File: src/design/pwmds_pkg.sv
// ----------------------------------------------------------------------------
// pwmds_pkg
// Shared widths, limits, status codes and divider request/response types
// for the PWM timer divisor search.
// ----------------------------------------------------------------------------
package pwmds_pkg;

  localparam int unsigned FreqW  = 27;  // target frequency, 0.1 Hz units
  localparam int unsigned ClkW   = 29;  // timer input clock, Hz
  localparam int unsigned CandW  = 30;  // candidate tick rate, holds clk + step
  localparam int unsigned DivNW  = 33;  // dividend width, holds 10 * (clk - 1)
  localparam int unsigned DivDW  = 29;  // divisor width
  localparam int unsigned DivQW  = 34;  // rounded quotient width
  localparam int unsigned CntW   = $clog2(DivNW + 1);
  localparam int unsigned RegW   = 16;  // prescaler / period width

  localparam logic [ClkW-1:0] ClkReset  = 29'd72000000;
  localparam int unsigned     PeriodMin = 100;
  localparam int unsigned     StepSplit = 5000;
  localparam int unsigned     Tenths    = 10;

  // n / 10 == (n * TenthRecip) >> TenthShift for any n below 2^32
  localparam logic [31:0]     TenthRecip = 32'hCCCC_CCCD;
  localparam int unsigned     TenthShift = 35;
  localparam int unsigned     RecipW     = FreqW + 32;

  typedef enum logic [1:0] {
    STAT_FOUND = 2'd0,
    STAT_NONE  = 2'd1,
    STAT_ZERO  = 2'd2
  } status_e;

  typedef struct packed {
    logic             start;
    logic [DivNW-1:0] dividend;
    logic [DivDW-1:0] divisor;
  } div_req_t;

  typedef struct packed {
    logic             done;
    logic [DivNW-1:0] quot;
    logic             up;     // remainder above half the divisor
  } div_rsp_t;

endpackage

File: src/design/pwmds_div.sv
// ----------------------------------------------------------------------------
// pwmds_div
// Restoring radix-2 divider, one quotient bit per cycle. Reports the
// truncated quotient and whether the remainder exceeds half the divisor.
// ----------------------------------------------------------------------------
module pwmds_div (
  input  logic                clk_i,
  input  logic                rst_ni,
  input  pwmds_pkg::div_req_t req_i,
  output pwmds_pkg::div_rsp_t rsp_o
);

  logic [pwmds_pkg::DivNW-1:0] quo_q, quo_d;
  logic [pwmds_pkg::DivDW-1:0] den_q, den_d;
  logic [pwmds_pkg::DivDW-1:0] rem_q, rem_d;
  logic [pwmds_pkg::CntW-1:0]  cnt_q, cnt_d;
  logic                        busy_q, busy_d;
  logic                        done_q, done_d;
  logic [pwmds_pkg::DivDW:0]   trial;

  always_comb begin
    trial  = {rem_q, quo_q[pwmds_pkg::DivNW-1]};
    quo_d  = quo_q;
    den_d  = den_q;
    rem_d  = rem_q;
    cnt_d  = cnt_q;
    busy_d = busy_q;
    done_d = 1'b0;
    if (req_i.start) begin
      quo_d  = req_i.dividend;
      den_d  = req_i.divisor;
      rem_d  = '0;
      cnt_d  = pwmds_pkg::CntW'(pwmds_pkg::DivNW);
      busy_d = 1'b1;
    end else if (busy_q) begin
      quo_d = {quo_q[pwmds_pkg::DivNW-2:0], 1'b0};
      if (trial >= {1'b0, den_q}) begin
        rem_d    = pwmds_pkg::DivDW'(trial - {1'b0, den_q});
        quo_d[0] = 1'b1;
      end else begin
        rem_d = trial[pwmds_pkg::DivDW-1:0];
      end
      cnt_d = cnt_q - pwmds_pkg::CntW'(1);
      if (cnt_q == pwmds_pkg::CntW'(1)) begin
        busy_d = 1'b0;
        done_d = 1'b1;
      end
    end
  end

  always_ff @(posedge clk_i or negedge rst_ni) begin
    if (!rst_ni) begin
      cnt_q  <= '0;
      busy_q <= 1'b0;
      done_q <= 1'b0;
    end else begin
      cnt_q  <= cnt_d;
      busy_q <= busy_d;
      done_q <= done_d;
    end
  end

  always_ff @(posedge clk_i) begin
    quo_q <= quo_d;
    den_q <= den_d;
    rem_q <= rem_d;
  end

  assign rsp_o.done = done_q;
  assign rsp_o.quot = quo_q;
  assign rsp_o.up   = rem_q > (den_q >> 1);

endmodule
File: config.mk
export PLATFORM = sky130hd
export DESIGN_NAME = pwmds_div
export DESIGN_NICKNAME = d
export VERILOG_FILES = /design/src/design/pwmds_pkg.sv /design/src/design/pwmds_div.sv
export SDC_FILE = /design/constraint.sdc
export NUM_CORES = 1
export LEC_CHECK = 0
export BUFFER_PORTS_ARGS = -buffer_cell sky130_fd_sc_hd__buf_2
export CORE_ASPECT_RATIO = 0.6
export CORE_UTILIZATION = 51
export DETAILED_ROUTE_END_ITERATION = 6
export PLACE_DENSITY = 0.73
export SLEW_MARGIN = 20
export SYNTH_ARGS = -nofsm -noshare
export SYNTH_HDL_FRONTEND = slang
export SYNTH_SLANG_ARGS = --single-unit
File: constraint.sdc
create_clock -name clk_i -period 3 [get_ports clk_i]
set_input_delay 0.3 -clock clk_i [delete_from_list [all_inputs] [get_ports clk_i]]
set_output_delay 0.3 -clock clk_i [all_outputs]
set_load 0.01 [all_outputs]
==> flow_metrics.py, run 1 <==
metrics = {
    "grt": {
        "first_global_vias": 4669,
        "grt_pass1_wl_um": 23800,
        "overflow": 0,
        "grt_max_degree": 56,
        "antenna_found_initial": 0,
        "grt_usage_pct": 25.8,
    },
    "yosys": {
        "synth_mux_area_share_pct": 6.83,
        "ys_top_cells_by_count": "edfxtp_1 (62), nand2_1 (59), inv_1 (45)",
        "synth-simple-area-share_pct": 14.0,
        "synth.most_common_cell": "edfxtp_1",
        "synth_top_family_by_area": "compound AO/OA/AOI/OAI gates",
        "ys_seq_area_share_pct": 45.9,
        "synth_area_leaders": "edfxtp_1 (32%), dfxtp_1 (10%), ha_1 (7.0%)",
        "synth_compound_area_share_pct": 17.0,
        "synth_edf_count": 62,
        "yosys.area.top_type": "edfxtp_1",
        "avgSynthCellArea_um2": 10.0,
        "synthAdderAreaFrac_pct": 7.30,
        "syn_inst": 574,
        "synthXorXnorAreaFrac_pct": 3.80,
        "ys_warn_count": 0,
        "synth_nets": 672,
        "synth-main-ff-cell": "edfxtp_1",
        "synth-seq-cells": 99,
        "yosysUniqueCellTypes": 62,
        "yosysTopAreaCellShare_pct": 32.3,
        "syn_area_um2": 5760,
        "async_reset_ff_share_pct": 8.08,
    },
    "place": {
        "gp_congestion": 0.908,
        "dpl.hpwl_um": 10600,
        "pre_cts_slack_ns": -0.119,
        "dp_cells": 839,
        "port_buffers": 99,
    },
    "power_and_ir_drop": {
        "cellPowerDensity_nw_per_um2": 939,
        "total_power_uw": 6950,
        "ir_drop_mv": 0.395,
        "p_leak_uw": 0.00325,
    },
    "die": {
        "die_w_um": 139,
        "start_util_pct": 53.4,
        "die-area_um2": 11700,
        "num_rows": 29,
        "core_area_um2": 10800,
        "ios": 100,
        "fp.dieH_um": 84.3,
    },
    "job": {
        "drv_cap": 0,
    },
    "critical_path": {
        "path_common_cell": "or3_4",
        "critical_path.max_stage_delay_ns": 0.40,
        "cp.required_ns": 3.26,
        "cp_cell_sequence": "inv_1, ha_4, nand4_2, or3_4, or3_4, or3_4, clkinv_4, nor3_4, buf_4, or3_1, a311oi_2",
        "critPathKind": "reg2reg",
        "cp_max_fo": 7,
        "ff2ff_path_depth": 11,
        "arrival_ns": 3.20,
        "crit_path_end_kind": "register",
        "cp-start-kind": "register",
        "crit_path_top_delay_cell": "or3_4",
    },
    "sta": {
        "finalHoldViolations": 0,
        "worst_slack_ns": 0.0649,
        "max_clock_freq_mhz": 341,
        "hold_slack_ns": 0.123,
        "finClkSkew_ns": 0.00701,
        "worst_slew_pin_slew_ns": 0.671,
        "period_minus_slack_ns": 2.94,
        "drv_slew": 0,
        "fin_setup_tns_ns": 0,
        "post-route-period-util_pct": 97.8,
        "rsz0062_at_grt": "yes",
        "maxSlewHeadroom_pct": 55.3,
        "setup_viol": 0,
    },
    "layout": {
        "syn_to_final_growth_pct": 28.6,
        "nNetsFinal": 816,
        "drive_gt1_share_pct": 36.5,
        "antenna_cells": 0,
        "stdcell_count": 862,
    },
    "clock_network": {
        "clock_sinks": 99,
        "numCtsBuffers": 9,
        "clk_pin_slew_ns": 0.07,
        "htreeDepth": 3,
        "cts-root-buf": "clkbuf_16",
        "clockBufferDepth": 2,
        "clkLatencyLatePin_ns": 0.35,
        "tritoncts": "done",
    },
    "detailed_routing": {
        "dr_total_vias": 5078,
        "vias_per_cell": 5.89,
        "first_pass_iters": 7,
        "drt_iter0_markers": 475,
        "postRouteAntennaNets": 0,
        "detail_route.wl_per_cell_um": 17.4,
        "drcViolationCount": 3,
        "wl_um": 15000,
    },
    "run_status": {
        "outcome": "finished with violations",
        "violations": "DRC",
    },
    "min_path": {
        "hp-class": "in2reg",
        "hold_depth": 1,
    },
}
[worst paths after layout]
| check | from | to | slack, ns |
|---|---|---|---|
| min in group asynchronous | rst_ni | cnt_q[1] | 0.33 |
| min | req_i[16] | den_q[16] | 0.12 |
| min reg2reg | rem_q[9] | rem_q[10] | 0.50 |
| max | den_q[16] | rem_q[3] | 0.06 |
| max reg2reg | den_q[16] | rem_q[3] | 0.06 |
| max in group asynchronous | rst_ni | cnt_q[0] | 2.50 |
[registers in the layout (all words and copies together) (netlist names)]
| name | cells |
|---|---|
| done_q | 1 |
| quo_q | 33 |
| den_q | 29 |
| cnt_q | 6 |
| busy_q | 1 |
| rem_q | 29 |
[metrics by stage]
stage          instance area [um^2]  util, %
2_1_floorplan                  5780        -
3_3_place_gp                   6760     62.7
3_5_place_dp                   6760     62.7
4_1_cts                        7120     66.1
5_1_grt                        7400     68.7
6_report                       7400     68.7
[worst max-delay path, delay by kind of cell (launching register included)]
kind	cells	cell delay (ns)
flip-flops	1	0.33
adder cells (fa/ha/maj)	1	0.28
AO/OA/AOI/OAI	1	0.25
buffers and inverters	3	0.29
AND/OR/NAND/NOR	6	1.68
[power by group]
part | internal, uW | switching, uW
clock | 759 | 523
sequential | 1820 | 270
combinational | 1650 | 1920
total | 4230 | 2720
[routing by layer]
metal	GRT usage [%]	vias to the layer above	share of wire, %
met5	0	-	0
met4	5.25	0	0.65
met3	5.59	11	7.2
met2	38.4	199	44
met1	38.5	2474	48
li1	-	2394	-
[cell usage in the layout (no fill, tap or decap), drive strengths merged, types with 4 or more instances in the layout]
cell    count
a211oi      4
a21boi      4
a21o       14
a21oi      35
a311oi     19
a31oi       7
a32oi       4
and2        4
and3        6
buf       160
clkbuf     11
dfrtp       8
dfxtp      29
edfxtp     62
ha         32
inv        47
mux2       34
nand2      59
nand2b      4
nand3      13
nand4       7
nor2       35
nor2b       4
nor3       12
o211ai      4
o21a        8
o21ai      22
o31ai       6
or3         7
or4         4
xnor2      17
xor2        8
[cell type report]
type / count / area (um^2)
Fill cell: 809 / 3370
Clock inverter: 5 / 82.6
Clock buffer: 11 / 243
Multi-Input combinational cell: 401 / 3090
Inverter: 46 / 178
Tap cell: 139 / 174
Sequential cell: 99 / 2640
Timing Repair Buffer: 161 / 990
[cell families after synthesis]
logic type | Yosys count
and+or+nand+nor | 165
DFF | 99
muxes | 35
xor gates and xnor gates | 25
buffers and inverters | 74
adders and majority gates | 33
AOI/OAI and AO/OA | 143
[what timing repair did]
item | CTS | global route
setup endpoints to repair | 18 | 31
pin swaps | 1 | 26
hold buffers | 1 | 0
buffers inserted | 1 | 5
endpoints found under the hold margin | 8 | 0
gates resized for setup | 5 | 47
Power figures use the tool's default switching activity.
==> run 2: changes to the inputs <==
PLACE_DENSITY = 0.78   (was 0.73)
==> run 2 against run 1 <==
Highest routed layer unchanged. Via count is 0.59% higher. Maximum frequency is 0.92% lower. Utilization is 0.70 points lower. Sequential cell count stayed put. Critical path depth is 2 lower. Design area is 1.0% lower. Clock-buffer cell count stayed put. Worst setup slack worse by 0.027 ns. Final cell count is 0.70% lower. The run still ends with DRC left.
==> flow_metrics.py, run 2 (synthesis gave the netlist of run 1 again) <==
metrics = {
    "die": {
        "start_util_pct": 53.4,
        "num_rows": 29,
        "die_w_um": 139,
        "ios": 100,
        "core_area_um2": 10800,
        "die-area_um2": 11700,
        "fp.dieH_um": 84.3,
    },
    "run_status": {
        "violations": "DRC",
        "outcome": "finished with violations",
    },
    "grt": {
        "antenna_found_initial": 0,
        "grt_pass1_wl_um": 24200,
        "grt_max_degree": 56,
        "grt_usage_pct": 26.0,
        "overflow": 0,
        "first_global_vias": 4803,
    },
    "clock_network": {
        "tritoncts": "done",
        "clk_pin_slew_ns": 0.07,
        "clock_sinks": 99,
        "cts-root-buf": "clkbuf_16",
        "numCtsBuffers": 9,
        "htreeDepth": 3,
        "clkLatencyLatePin_ns": 0.34,
        "clockBufferDepth": 2,
    },
    "layout": {
        "largest_register_ffs": 33,
        "drive_gt1_share_pct": 36.3,
        "fillCellCount": 811,
        "final_util_pct": 68.0,
        "final_common_cell": "buf_2",
        "syn_to_final_growth_pct": 27.3,
        "antenna_cells": 0,
        "top_regs": "quo_q (33), den_q (29), rem_q (29)",
        "layout_common_cells": "buf_2 (98), edfxtp_1 (62), buf_4 (53), nand2_1 (49), inv_1 (40)",
        "nNetsFinal": 810,
        "top_register": "quo_q",
    },
    "power_and_ir_drop": {
        "cellPowerDensity_nw_per_um2": 943,
        "total_power_uw": 6910,
        "p_leak_uw": 0.00320,
        "ir_drop_mv": 0.482,
    },
    "sta": {
        "period_minus_slack_ns": 2.96,
        "finClkSkew_ns": 0.00463,
        "hold_slack_ns": 0.128,
        "maxSlewHeadroom_pct": 57.8,
        "worst_slew_pin_slew_ns": 0.633,
        "drv_slew": 0,
        "post-route-period-util_pct": 98.7,
        "fin_setup_tns_ns": 0,
        "finalHoldViolations": 0,
        "worst_slack_ns": 0.0376,
        "setup_viol": 0,
        "max_clock_freq_mhz": 338,
        "rsz0062_at_grt": "yes",
    },
    "critical_path": {
        "arrival_ns": 3.21,
        "cp.required_ns": 3.25,
        "cp-start-kind": "register",
        "critPathKind": "reg2reg",
        "crit_path_end_kind": "register",
        "cp_max_fo": 7,
    },
    "place": {
        "dpl.hpwl_um": 10800,
        "pre_cts_slack_ns": -0.0531,
        "port_buffers": 99,
        "gp_congestion": 0.970,
    },
    "min_path": {
        "hp-class": "in2reg",
    },
    "detailed_routing": {
        "drcViolationCount": 3,
        "detail_route.wl_per_cell_um": 18.2,
        "vias_per_cell": 5.97,
        "wl_um": 15600,
        "drt_iter0_markers": 541,
        "first_pass_iters": 7,
        "postRouteAntennaNets": 0,
        "dr_total_vias": 5108,
    },
    "job": {
        "drv_cap": 0,
    },
}
==> run 2: cell count changes in the layout (fill, tap and decap cells not counted), sizes merged <==
cell	delta
buf	-6
==> run 2: worst paths after layout <==
| check | start | end | slack, ns | cells past startpoint |
|---|---|---|---|---|
| max | rem_q[15] | rem_q[7] | 0.04 | 9 |
| min | req_i[20] | den_q[20] | 0.13 | 1 |
| max reg2reg | rem_q[15] | rem_q[7] | 0.04 | 9 |
| min reg2reg | rem_q[2] | rem_q[2] | 0.50 | 2 |
| max in group asynchronous | rst_ni | cnt_q[0] | 2.50 | 2 |
| min in group asynchronous | rst_ni | cnt_q[4] | 0.33 | 2 |
==> run 2: layout make-up <==
type	instances	area [um^2]	area share (%)
clock buffers	11	233	3.18
well taps	139	174	2.37
repair buffers	155	932	12.7
flip-flops and latches	99	2640	36.1
multi-input cells	401	3090	42.1
inverters	46	178	2.42
clock inverters	5	82.6	1.13
==> run 2: metal layers <==
| metal | share of wire [%] | wire length [um] | GRT usage, % |
|---|---|---|---|
| met1 | 46 | 7150 | 38.1 |
| met2 | 46 | 7210 | 40.5 |
| met3 | 6.8 | 1060 | 4.62 |
| met4 | 1.1 | 178 | 5.45 |
| met5 | 0 | 0 | 0 |
==> run 2: power by group <==
| part | switching [uW] | internal [uW] | leakage (uW) |
|---|---|---|---|
| logic | 1970 | 1620 | 0.00208 |
| registers | 257 | 1820 | 0.000968 |
| clock network | 502 | 736 | 0.000155 |
==> run 2: stage by stage <==
step	instances	cell area [um^2]
finish	856	7330
global route	856	7330
CTS	852	7080
detailed placement	835	6710
global placement	835	6710
floorplan	574	5780
==> run 2: repair_timing <==
item	in CTS	in global routing
endpoints found under the setup margin	10	31
setup buffers	0	3
gates resized for setup	8	54
hold endpoints to repair	8	0
hold buffers	1	0
gates cloned	0	1
pin swaps	1	30
==> run 2: critical path, cell delays in order (launching register included) <==
cell      delay, ns
dfxtp_1        0.36
ha_4           0.31
nand4_4        0.11
or3_4          0.40
or3_4          0.34
or3_4          0.41
clkinv_4       0.07
nor3_4         0.07
or4_4          0.51
a311oi_2       0.29
